### src/rtl/assert_macros.svh
// Assertion macros used by the top-level RTL file of the brightness ramp packer.
`ifndef ASSERT_MACROS_SVH
`define ASSERT_MACROS_SVH

`ifndef SYNTHESIS

// The property must hold at every clock edge outside reset.
`define ASSERT_CLK(label, clk, rst_n, prop) \
    label: assert property (@(posedge clk) disable iff (!rst_n) (prop)) \
        else $error("assertion failed");

// The expression must never be true at a clock edge outside reset.
`define ASSERT_NEVER(label, clk, rst_n, expr) \
    label: assert property (@(posedge clk) disable iff (!rst_n) !(expr)) \
        else $error("forbidden condition seen");

`else

`define ASSERT_CLK(label, clk, rst_n, prop)
`define ASSERT_NEVER(label, clk, rst_n, expr)

`endif

`endif

### src/rtl/pbrp_pkg.sv
// Package with shared types, constants and helper functions of the ramp packer.
package pbrp_pkg;

    localparam int COMP_BITS          = 8;
    localparam int PIXEL_BITS         = 16;
    localparam int NUM_CH             = 3;
    localparam int LEVEL_BITS_DEFAULT = 6;
    localparam int CFG_INDEX_BITS     = 2;
    localparam int CFG_DATA_BITS      = 16;
    localparam int POS_BITS           = 4;
    localparam int DROP_BITS          = 4;
    localparam int DIV_BITS           = COMP_BITS + 1;
    localparam int RECIP_SHIFT        = 2 * COMP_BITS + 1;
    localparam int RECIP_BITS         = RECIP_SHIFT + 1;

    localparam int CH_RED   = 0;
    localparam int CH_GREEN = 1;
    localparam int CH_BLUE  = 2;

    typedef enum logic [CFG_INDEX_BITS-1:0] {
        REG_RED_MASK   = 2'd0,
        REG_GREEN_MASK = 2'd1,
        REG_BLUE_MASK  = 2'd2,
        REG_UNUSED     = 2'd3
    } cfg_index_t;

    localparam logic [CFG_DATA_BITS-1:0] RED_MASK_RESET   = 16'hF800;
    localparam logic [CFG_DATA_BITS-1:0] GREEN_MASK_RESET = 16'h07E0;
    localparam logic [CFG_DATA_BITS-1:0] BLUE_MASK_RESET  = 16'h001F;

    typedef struct packed {
        logic [POS_BITS-1:0]  pos;
        logic [DROP_BITS-1:0] drop;
    } field_t;

    typedef field_t [NUM_CH-1:0] field_set_t;

    typedef struct packed {
        logic [NUM_CH-1:0][COMP_BITS-1:0] quo;
        logic [NUM_CH-1:0][COMP_BITS-1:0] rem;
        logic                             final_color;
    } ramp_entry_t;

    typedef struct packed {
        logic [COMP_BITS-1:0] quo;
        logic [COMP_BITS-1:0] rem;
    } divmod_t;

    // Position of the lowest set bit, and COMP_BITS minus the width of the lowest run of ones (at most COMP_BITS).
    function automatic field_t analyze_mask(input logic [CFG_DATA_BITS-1:0] mask);
        field_t                   f;
        logic [POS_BITS-1:0]      pos;
        logic [CFG_DATA_BITS-1:0] shifted;
        logic [DROP_BITS-1:0]     width;
        logic                     run;
        pos = '0;
        for (int i = CFG_DATA_BITS - 1; i >= 0; i--) begin
            if (mask[i]) begin
                pos = POS_BITS'(i);
            end
        end
        shifted = mask >> pos;
        width   = '0;
        run     = 1'b1;
        for (int i = 0; i < COMP_BITS; i++) begin
            run = run & shifted[i];
            if (run) begin
                width = DROP_BITS'(i + 1);
            end
        end
        f.pos  = pos;
        f.drop = DROP_BITS'(COMP_BITS) - width;
        return f;
    endfunction

    // Quotient and remainder of one component by the level divisor, taken from
    // the product with the rounded-up reciprocal of the divisor.
    function automatic divmod_t div_component(input logic [COMP_BITS-1:0]  comp,
                                              input logic [DIV_BITS-1:0]   divisor,
                                              input logic [RECIP_BITS-1:0] recip);
        divmod_t                         res;
        logic [COMP_BITS+RECIP_BITS-1:0] prod;
        logic [COMP_BITS+DIV_BITS-1:0]   mult_back;
        logic [COMP_BITS-1:0]            quo;
        prod      = {{RECIP_BITS{1'b0}}, comp} * {{COMP_BITS{1'b0}}, recip};
        quo       = prod[RECIP_SHIFT +: COMP_BITS];
        mult_back = {{DIV_BITS{1'b0}}, quo} * {{COMP_BITS{1'b0}}, divisor};
        res.quo   = quo;
        res.rem   = comp - mult_back[COMP_BITS-1:0];
        return res;
    endfunction

endpackage

### src/rtl/palette_brightness_ramp_packer.sv
// Top level of the palette brightness ramp packer.
// Path: front stage register, two-entry queue, ramp generator state, registered output pixel.
// Throughput: one pixel per cycle unless m_tready holds the output, giving 2**LEVEL_BITS
// pixels per color (64 by default); the ramp generator emits one level per cycle.
// Reset: synchronous, active low; the masks return to 0xF800, 0x07E0 and 0x001F.
`include "assert_macros.svh"

module palette_brightness_ramp_packer
    import pbrp_pkg::*;
#(
    parameter int LEVEL_BITS = LEVEL_BITS_DEFAULT
) (
    input  logic                        aclk,
    input  logic                        aresetn,
    input  logic                        cfg_wen,
    input  logic [CFG_INDEX_BITS-1:0]   cfg_index,
    input  logic [CFG_DATA_BITS-1:0]    cfg_wdata,
    input  logic                        s_tvalid,
    output logic                        s_tready,
    // red_in [7:0], green_in [15:8], blue_in [23:16]
    input  logic [NUM_CH*COMP_BITS-1:0] s_tdata,
    // final_color
    input  logic                        s_tlast,
    output logic                        m_tvalid,
    input  logic                        m_tready,
    // packed_pixel [15:0], level [15+LEVEL_BITS:16], zero padding above
    output logic [((PIXEL_BITS + LEVEL_BITS + 7) / 8) * 8 - 1:0] m_tdata,
    // run_last
    output logic                        m_tlast,
    // table_end
    output logic                        m_tuser
);

    localparam int OUT_BITS = ((PIXEL_BITS + LEVEL_BITS + 7) / 8) * 8;

    field_set_t            fields;
    logic                  fr_valid;
    logic                  fr_ready;
    ramp_entry_t           fr_data;
    logic                  bk_valid;
    logic                  bk_ready;
    ramp_entry_t           bk_data;
    logic [PIXEL_BITS-1:0] pixel;
    logic [LEVEL_BITS-1:0] level;

    pbrp_cfg u_cfg (
        .aclk      (aclk),
        .aresetn   (aresetn),
        .cfg_wen   (cfg_wen),
        .cfg_index (cfg_index),
        .cfg_wdata (cfg_wdata),
        .fields    (fields)
    );

    pbrp_front #(
        .LEVEL_BITS (LEVEL_BITS)
    ) u_front (
        .aclk      (aclk),
        .aresetn   (aresetn),
        .s_tvalid  (s_tvalid),
        .s_tready  (s_tready),
        .s_tdata   (s_tdata),
        .s_tlast   (s_tlast),
        .ent_valid (fr_valid),
        .ent_ready (fr_ready),
        .ent_data  (fr_data)
    );

    pbrp_queue u_queue (
        .aclk      (aclk),
        .aresetn   (aresetn),
        .in_valid  (fr_valid),
        .in_ready  (fr_ready),
        .in_data   (fr_data),
        .out_valid (bk_valid),
        .out_ready (bk_ready),
        .out_data  (bk_data)
    );

    pbrp_back #(
        .LEVEL_BITS (LEVEL_BITS)
    ) u_back (
        .aclk          (aclk),
        .aresetn       (aresetn),
        .fields        (fields),
        .ent_valid     (bk_valid),
        .ent_ready     (bk_ready),
        .ent_data      (bk_data),
        .out_valid     (m_tvalid),
        .out_ready     (m_tready),
        .out_pixel     (pixel),
        .out_level     (level),
        .out_run_last  (m_tlast),
        .out_table_end (m_tuser)
    );

    assign m_tdata = OUT_BITS'({level, pixel});

    `ASSERT_CLK(a_last_on_top_level, aclk, aresetn, (m_tvalid && m_tlast) |-> (level == '1))
    `ASSERT_NEVER(a_end_needs_last, aclk, aresetn, m_tvalid && m_tuser && !m_tlast)
    `ASSERT_CLK(a_ramp_no_bubble, aclk, aresetn, (m_tvalid && m_tready && !m_tlast) |=> m_tvalid)

endmodule

### src/rtl/pbrp_cfg.sv
// Field mask registers, stored as decoded field position and shift amount.
module pbrp_cfg
    import pbrp_pkg::*;
(
    input  logic                      aclk,
    input  logic                      aresetn,
    input  logic                      cfg_wen,
    input  logic [CFG_INDEX_BITS-1:0] cfg_index,
    input  logic [CFG_DATA_BITS-1:0]  cfg_wdata,
    output field_set_t                fields
);

    field_set_t fields_reg;
    field_set_t fields_next;
    field_t     decoded;

    always_comb begin
        decoded     = analyze_mask(cfg_wdata);
        fields_next = fields_reg;
        if (cfg_wen) begin
            unique case (cfg_index_t'(cfg_index))
                REG_RED_MASK:   fields_next[CH_RED]   = decoded;
                REG_GREEN_MASK: fields_next[CH_GREEN] = decoded;
                REG_BLUE_MASK:  fields_next[CH_BLUE]  = decoded;
                default:        fields_next = fields_reg;
            endcase
        end
    end

    always_ff @(posedge aclk) begin
        if (!aresetn) begin
            fields_reg[CH_RED]   <= analyze_mask(RED_MASK_RESET);
            fields_reg[CH_GREEN] <= analyze_mask(GREEN_MASK_RESET);
            fields_reg[CH_BLUE]  <= analyze_mask(BLUE_MASK_RESET);
        end else begin
            fields_reg <= fields_next;
        end
    end

    assign fields = fields_reg;

endmodule

### src/rtl/pbrp_front.sv
// Front stage: accepts a color and splits each component by the level divisor.
module pbrp_front
    import pbrp_pkg::*;
#(
    parameter int LEVEL_BITS = LEVEL_BITS_DEFAULT
) (
    input  logic                        aclk,
    input  logic                        aresetn,
    input  logic                        s_tvalid,
    output logic                        s_tready,
    input  logic [NUM_CH*COMP_BITS-1:0] s_tdata,
    input  logic                        s_tlast,
    output logic                        ent_valid,
    input  logic                        ent_ready,
    output ramp_entry_t                 ent_data
);

    localparam logic [DIV_BITS-1:0] DIVISOR = DIV_BITS'((1 << LEVEL_BITS) - 1);
    localparam logic [RECIP_BITS-1:0] RECIP =
        RECIP_BITS'(((1 << RECIP_SHIFT) + (1 << LEVEL_BITS) - 2) / ((1 << LEVEL_BITS) - 1));

    logic        valid_reg;
    logic        valid_next;
    ramp_entry_t entry_reg;
    ramp_entry_t entry_next;
    logic        accept;
    divmod_t     dm [NUM_CH];

    assign s_tready = !valid_reg || ent_ready;
    assign accept   = s_tvalid && s_tready;

    always_comb begin
        entry_next = entry_reg;
        for (int ch = 0; ch < NUM_CH; ch++) begin
            dm[ch] = div_component(s_tdata[ch*COMP_BITS +: COMP_BITS], DIVISOR, RECIP);
            entry_next.quo[ch] = dm[ch].quo;
            entry_next.rem[ch] = dm[ch].rem;
        end
        entry_next.final_color = s_tlast;
        priority if (accept) begin
            valid_next = 1'b1;
        end else if (ent_ready) begin
            valid_next = 1'b0;
        end else begin
            valid_next = valid_reg;
        end
    end

    always_ff @(posedge aclk) begin
        if (!aresetn) begin
            valid_reg <= 1'b0;
        end else begin
            valid_reg <= valid_next;
        end
        if (accept) begin
            entry_reg <= entry_next;
        end
    end

    assign ent_valid = valid_reg;
    assign ent_data  = entry_reg;

endmodule

### src/rtl/pbrp_queue.sv
// Two-entry queue between the front stage and the ramp generator.
module pbrp_queue
    import pbrp_pkg::*;
(
    input  logic        aclk,
    input  logic        aresetn,
    input  logic        in_valid,
    output logic        in_ready,
    input  ramp_entry_t in_data,
    output logic        out_valid,
    input  logic        out_ready,
    output ramp_entry_t out_data
);

    localparam int DEPTH = 2;

    ramp_entry_t slot_reg [DEPTH];
    logic        wr_ptr_reg;
    logic        wr_ptr_next;
    logic        rd_ptr_reg;
    logic        rd_ptr_next;
    logic [1:0]  count_reg;
    logic [1:0]  count_next;
    logic        push;
    logic        pop;

    assign in_ready  = count_reg != 2'(DEPTH);
    assign out_valid = count_reg != 2'd0;
    assign push      = in_valid && in_ready;
    assign pop       = out_valid && out_ready;
    assign out_data  = slot_reg[rd_ptr_reg];

    always_comb begin
        wr_ptr_next = push ? !wr_ptr_reg : wr_ptr_reg;
        rd_ptr_next = pop ? !rd_ptr_reg : rd_ptr_reg;
        count_next  = count_reg + 2'(push) - 2'(pop);
    end

    always_ff @(posedge aclk) begin
        if (!aresetn) begin
            wr_ptr_reg <= 1'b0;
            rd_ptr_reg <= 1'b0;
            count_reg  <= 2'd0;
        end else begin
            wr_ptr_reg <= wr_ptr_next;
            rd_ptr_reg <= rd_ptr_next;
            count_reg  <= count_next;
        end
        if (push) begin
            slot_reg[wr_ptr_reg] <= in_data;
        end
    end

endmodule

### src/rtl/pbrp_back.sv
// Ramp generator: steps through all levels of a color and packs each pixel.
module pbrp_back
    import pbrp_pkg::*;
#(
    parameter int LEVEL_BITS = LEVEL_BITS_DEFAULT
) (
    input  logic                  aclk,
    input  logic                  aresetn,
    input  field_set_t            fields,
    input  logic                  ent_valid,
    output logic                  ent_ready,
    input  ramp_entry_t           ent_data,
    output logic                  out_valid,
    input  logic                  out_ready,
    output logic [PIXEL_BITS-1:0] out_pixel,
    output logic [LEVEL_BITS-1:0] out_level,
    output logic                  out_run_last,
    output logic                  out_table_end
);

    localparam logic [LEVEL_BITS-1:0] LEVEL_MAX = '1;

    logic                                active_reg;
    logic                                active_next;
    logic [LEVEL_BITS-1:0]               level_reg;
    logic [LEVEL_BITS-1:0]               level_next;
    logic [NUM_CH-1:0][COMP_BITS-1:0]    q_reg;
    logic [NUM_CH-1:0][COMP_BITS-1:0]    q_next;
    logic [NUM_CH-1:0][LEVEL_BITS-1:0]   r_reg;
    logic [NUM_CH-1:0][LEVEL_BITS-1:0]   r_next;
    logic [NUM_CH-1:0][COMP_BITS-1:0]    qc_reg;
    logic [NUM_CH-1:0][COMP_BITS-1:0]    qc_next;
    logic [NUM_CH-1:0][LEVEL_BITS-1:0]   rc_reg;
    logic [NUM_CH-1:0][LEVEL_BITS-1:0]   rc_next;
    logic                                final_reg;
    logic                                final_next;
    logic                                out_valid_reg;
    logic                                out_valid_next;
    logic [PIXEL_BITS-1:0]               pixel_reg;
    logic [LEVEL_BITS-1:0]               out_level_reg;
    logic                                run_last_reg;
    logic                                table_end_reg;
    logic                                emit;
    logic                                at_last;
    logic                                pop;
    logic [PIXEL_BITS-1:0]               pixel;
    logic [PIXEL_BITS-1:0]               part;
    logic [LEVEL_BITS:0]                 r_sum;
    logic                                carry;

    assign emit      = active_reg && (!out_valid_reg || out_ready);
    assign at_last   = level_reg == LEVEL_MAX;
    assign ent_ready = !active_reg || (emit && at_last);
    assign pop       = ent_valid && ent_ready;

    always_comb begin
        pixel = '0;
        for (int ch = 0; ch < NUM_CH; ch++) begin
            part  = PIXEL_BITS'(q_reg[ch] >> fields[ch].drop);
            pixel = pixel | (part << fields[ch].pos);
        end
    end

    always_comb begin
        active_next = active_reg;
        level_next  = level_reg;
        q_next      = q_reg;
        r_next      = r_reg;
        qc_next     = qc_reg;
        rc_next     = rc_reg;
        final_next  = final_reg;
        r_sum       = '0;
        carry       = 1'b0;
        priority if (pop) begin
            active_next = 1'b1;
            level_next  = '0;
            q_next      = '0;
            r_next      = '0;
            final_next  = ent_data.final_color;
            for (int ch = 0; ch < NUM_CH; ch++) begin
                qc_next[ch] = ent_data.quo[ch];
                rc_next[ch] = ent_data.rem[ch][LEVEL_BITS-1:0];
            end
        end else if (emit) begin
            active_next = !at_last;
            level_next  = level_reg + LEVEL_BITS'(1);
            for (int ch = 0; ch < NUM_CH; ch++) begin
                r_sum = {1'b0, r_reg[ch]} + {1'b0, rc_reg[ch]};
                carry = r_sum >= {1'b0, LEVEL_MAX};
                if (carry) begin
                    r_sum = r_sum - {1'b0, LEVEL_MAX};
                end
                r_next[ch] = r_sum[LEVEL_BITS-1:0];
                q_next[ch] = q_reg[ch] + qc_reg[ch] + COMP_BITS'(carry);
            end
        end else begin
            active_next = active_reg;
        end
        priority if (emit) begin
            out_valid_next = 1'b1;
        end else if (out_ready) begin
            out_valid_next = 1'b0;
        end else begin
            out_valid_next = out_valid_reg;
        end
    end

    always_ff @(posedge aclk) begin
        if (!aresetn) begin
            active_reg    <= 1'b0;
            out_valid_reg <= 1'b0;
        end else begin
            active_reg    <= active_next;
            out_valid_reg <= out_valid_next;
        end
        level_reg <= level_next;
        q_reg     <= q_next;
        r_reg     <= r_next;
        qc_reg    <= qc_next;
        rc_reg    <= rc_next;
        final_reg <= final_next;
        if (emit) begin
            pixel_reg     <= pixel;
            out_level_reg <= level_reg;
            run_last_reg  <= at_last;
            table_end_reg <= at_last && final_reg;
        end
    end

    assign out_valid     = out_valid_reg;
    assign out_pixel     = pixel_reg;
    assign out_level     = out_level_reg;
    assign out_run_last  = run_last_reg;
    assign out_table_end = table_end_reg;

endmodule

### config.mk
export PLATFORM = sky130hd
export DESIGN_NAME = palette_brightness_ramp_packer
export DESIGN_NICKNAME = d
export VERILOG_FILES = /design/src/rtl/pbrp_pkg.sv /design/src/rtl/palette_brightness_ramp_packer.sv /design/src/rtl/pbrp_cfg.sv /design/src/rtl/pbrp_front.sv /design/src/rtl/pbrp_queue.sv /design/src/rtl/pbrp_back.sv
export VERILOG_INCLUDE_DIRS = /design/src /design/src/rtl
export SDC_FILE = /design/constraint.sdc
export NUM_CORES = 1
export LEC_CHECK = 0
export BUFFER_PORTS_ARGS = -buffer_cell sky130_fd_sc_hd__clkbuf_2
export CAP_MARGIN = 25
export CORE_ASPECT_RATIO = 1.4
export CORE_MARGIN = 2
export CORE_UTILIZATION = 58
export CTS_BUF_LIST = sky130_fd_sc_hd__clkbuf_4 sky130_fd_sc_hd__clkbuf_8
export CTS_CLUSTER_DIAMETER = 40
export CTS_CLUSTER_SIZE = 20
export DETAILED_ROUTE_END_ITERATION = 16
export PLACE_DENSITY = 0.85
export SETUP_SLACK_MARGIN = 0.1
export SKIP_LAST_GASP = 1
export SYNTH_ARGS = -nofsm -noshare
export SYNTH_HDL_FRONTEND = slang
export SYNTH_SLANG_ARGS = --single-unit
### constraint.sdc
create_clock -name aclk -period 4.7 [get_ports aclk]
set_input_delay 0.235 -clock aclk [delete_from_list [all_inputs] [get_ports aclk]]
set_output_delay 0.235 -clock aclk [all_outputs]
set_load 0.01 [all_outputs]
==> qor.yml <==
status: "complete, no violations"
grt_pass1_wl_microns: 47330
sw_frac_of_total_pct: 37.89
dr_total_vias: 10280
worst_setup_path_start_kind: "input pin"
fin_crit_sh_pct: 87.45
synth_area_leaders: "edfxtp_1 (30%), dfxtp_1 (12%), ha_1 (8.7%), mux2i_1 (3.9%), mux2_2 (3.6%)"
yosys_warnings: 0
routed_wl_microns: 28450
cts_tree: "done"
peakVddDrop_mv: 0.2564
multi_input_area_sq_um: 7373
cp.arrival_ps: 4420
cts_setup_buffers: 0
synth_seq_area_share_pct: 41.71
wl_per_cell_microns: 16.57
dp.cells: 1670
slowest_stage: "fa_1"
synth_ff_type: "edfxtp_1"
grt_antenna_before_repair: 0
fill_cells: 1768
routed_via_density: 5.986
synth_top_cell_area_share_pct: 30.06
finClkSkew_ps: 17.81
fmax_mhz: 243.3
ant_nets: 0
switching_power_mw: 2.691
seqPwrFrac_pct: 39.6
crit_path_end_kind: "flop"
grt_pass1_vias: 10150
synthCells: 1346
period_minus_slack_ps: 4110
yosys-top-cells-count: "edfxtp_1 (136), nand2_1 (127), nor2_1 (113), ha_1 (94), a21oi_1 (81)"
p_leak_nw: 5.907
path_max_fanout: 5
combPwrFrac_pct: 39.4
root_buffer: "clkbuf_8"
cp.buffers_inverters: 2
synth.avg_cell_area_sq_um: 10.09
synth_cell_type_count: 79
final-instance-count-excl-fill: 1717
clock_sinks: 215
rows: 66
clkPwrFrac_pct: 21.1
clk_latency_ps: 550
tns_ps: 0
htree_levels: 1
clk_path_buf_depth: 3
finalNetCount: 1556
path_class: "input pin to flop"
place.port_buffers: 73
grt_remaining_overflow: 0
hp-class: "input pin to flop"
worst_pin_slew_ps: 870.0
relSlewSlack_pct: 42.00
drt_iter0_drc: 724
synth_seq_cells: 215
die_y_microns: 185.1
setup_viol: 0
firstDrtPassIters: 5
yosysTopAreaCell: "edfxtp_1"
cp.required_ps: 5010
largest_reg_flops: 56
cts_resized: 0
cts_buffers: 25
syn2layout_area_growth_pct: 8.907
powerDensity_nw_per_um2: 480.1
p_int_mw: 4.412
synth.most_common_cell: "edfxtp_1"
synthArstFlopShare_pct: 0
diodes: 0
maxCapViolCount: 0
pin_count: 76
coreArea_sq_um: 23120
place.gp.congestion: 0.9413
crit_path_max_incr_delay_ps: 490
slew_violations: 0
initial_core_util_pct: 58.75
path_delay_family: "adder cells"
dieArea_sq_um: 24680
hold_viol_final: 0
drive_gt1_share_pct: 15.38
rsz0062_at_grt: "false"
grtUsageTotal_pct: 23.19
synth_edf_count: 136
die_w_microns: 133.3
netlist_area_sq_um: 13580
dpl.hpwl_microns: 20960
grt_start_max_net_pins: 78
crit_path_cell_trace: "clkbuf_2 -> ha_1 -> ha_1 -> ha_1 -> and3_1 -> a31o_2 -> a31oi_1 -> o21ai_0 -> and3_1 -> nand2_1 -> xnor2_1 -> fa_1 -> inv_1 -> fa_1 -> ha_1 -> and3_1 -> a211o_1 -> a21oi_1 -> xnor2_1"
postCtsHoldBufs: 2
path_clk_slew_ps: 100
drcViolationCount: 0
regArea_sq_um: 5665
crit_top_cell: "ha_1"
-- layout make-up --
| cell class | instances | share of cell area [%] |
|---|---|---|
| flip-flops and latches | 215 | 38.29 |
| well taps | 306 | 2.588 |
| multi-input cells | 999 | 49.84 |
| repair buffers | 96 | 3.670 |
| inverters | 56 | 1.421 |
| clock inverters | 20 | 1.861 |
| clock buffers | 25 | 2.326 |
-- cells by family after synthesis --
| group | Yosys count | share of synthesized area (%) |
|---|---|---|
| xor gates and xnor gates | 81 | 5.222 |
| AOI/OAI and AO/OA | 294 | 14.50 |
| muxes | 103 | 8.630 |
| buffers and inverters | 133 | 4.117 |
| and+or+nand+nor | 404 | 14.05 |
| DFF | 215 | 41.71 |
| adders and majority gates | 115 | 11.75 |
| other | 1 | 0.02761 |
-- cells in the final DEF (no fill, tap or decap), types with 21 or more instances in the layout --
cell type    n
ha_1        94
edfxtp_1   136
nand2_1    127
clkbuf_2    73
nand3_1     30
fa_1        21
xor2_1      30
nor3_1      24
mux2_2      43
inv_1       53
a21oi_1     81
xnor2_1     51
dfxtp_1     79
o21ai_0     52
buf_4       21
mux2i_1     53
clkbuf_8    25
nor2_1     112
-- through the flow --
step                setup WS [ps]  cell area [sq um]  power [mW]  util, %  hold WS, ps
floorplan                   304.6              13590       4.916        -        333.9
global placement            133.9              14150       5.427    61.22        413.9
detailed placement         -10.29              14150       5.609    61.22        413.7
CTS                         578.0              14790       7.124    63.98        18.32
global route                290.5              14790       7.577    63.98        34.66
finish                      589.8              14790       7.103    63.98        49.36
-- final timing paths --
path / from / endpoint / slack [ps] / depth (start not counted)
min reg2reg: u_front.ent_data[25] / u_queue.slot_reg[0][25] / 450 / 0
max reg2reg: u_back.rc_reg[12] / u_back.q_reg[20] / 1070 / 16
max: s_tdata[2] / u_front.ent_data[6] / 590 / 19
min: s_tdata[8] / u_front.ent_data[9] / 50 / 2
-- layer usage --
metal  wire length, microns  track usage, %
met1                  11130           26.05
met2                  15120           44.04
met3                   1023           2.655
met4                   1184           10.09
met5                      0               0
-- power by group through the flow --
stage               registers, mW  clock network [mW]  logic [mW]
global route                 2.87                1.59        3.12
global placement             2.81                   0        2.61
detailed placement           2.85                   0        2.76
CTS                          2.81                1.52        2.79
finish                       2.81                1.50        2.80
floorplan                    2.78                   0        2.14
Note: power is estimated with default switching activity, not from simulation.
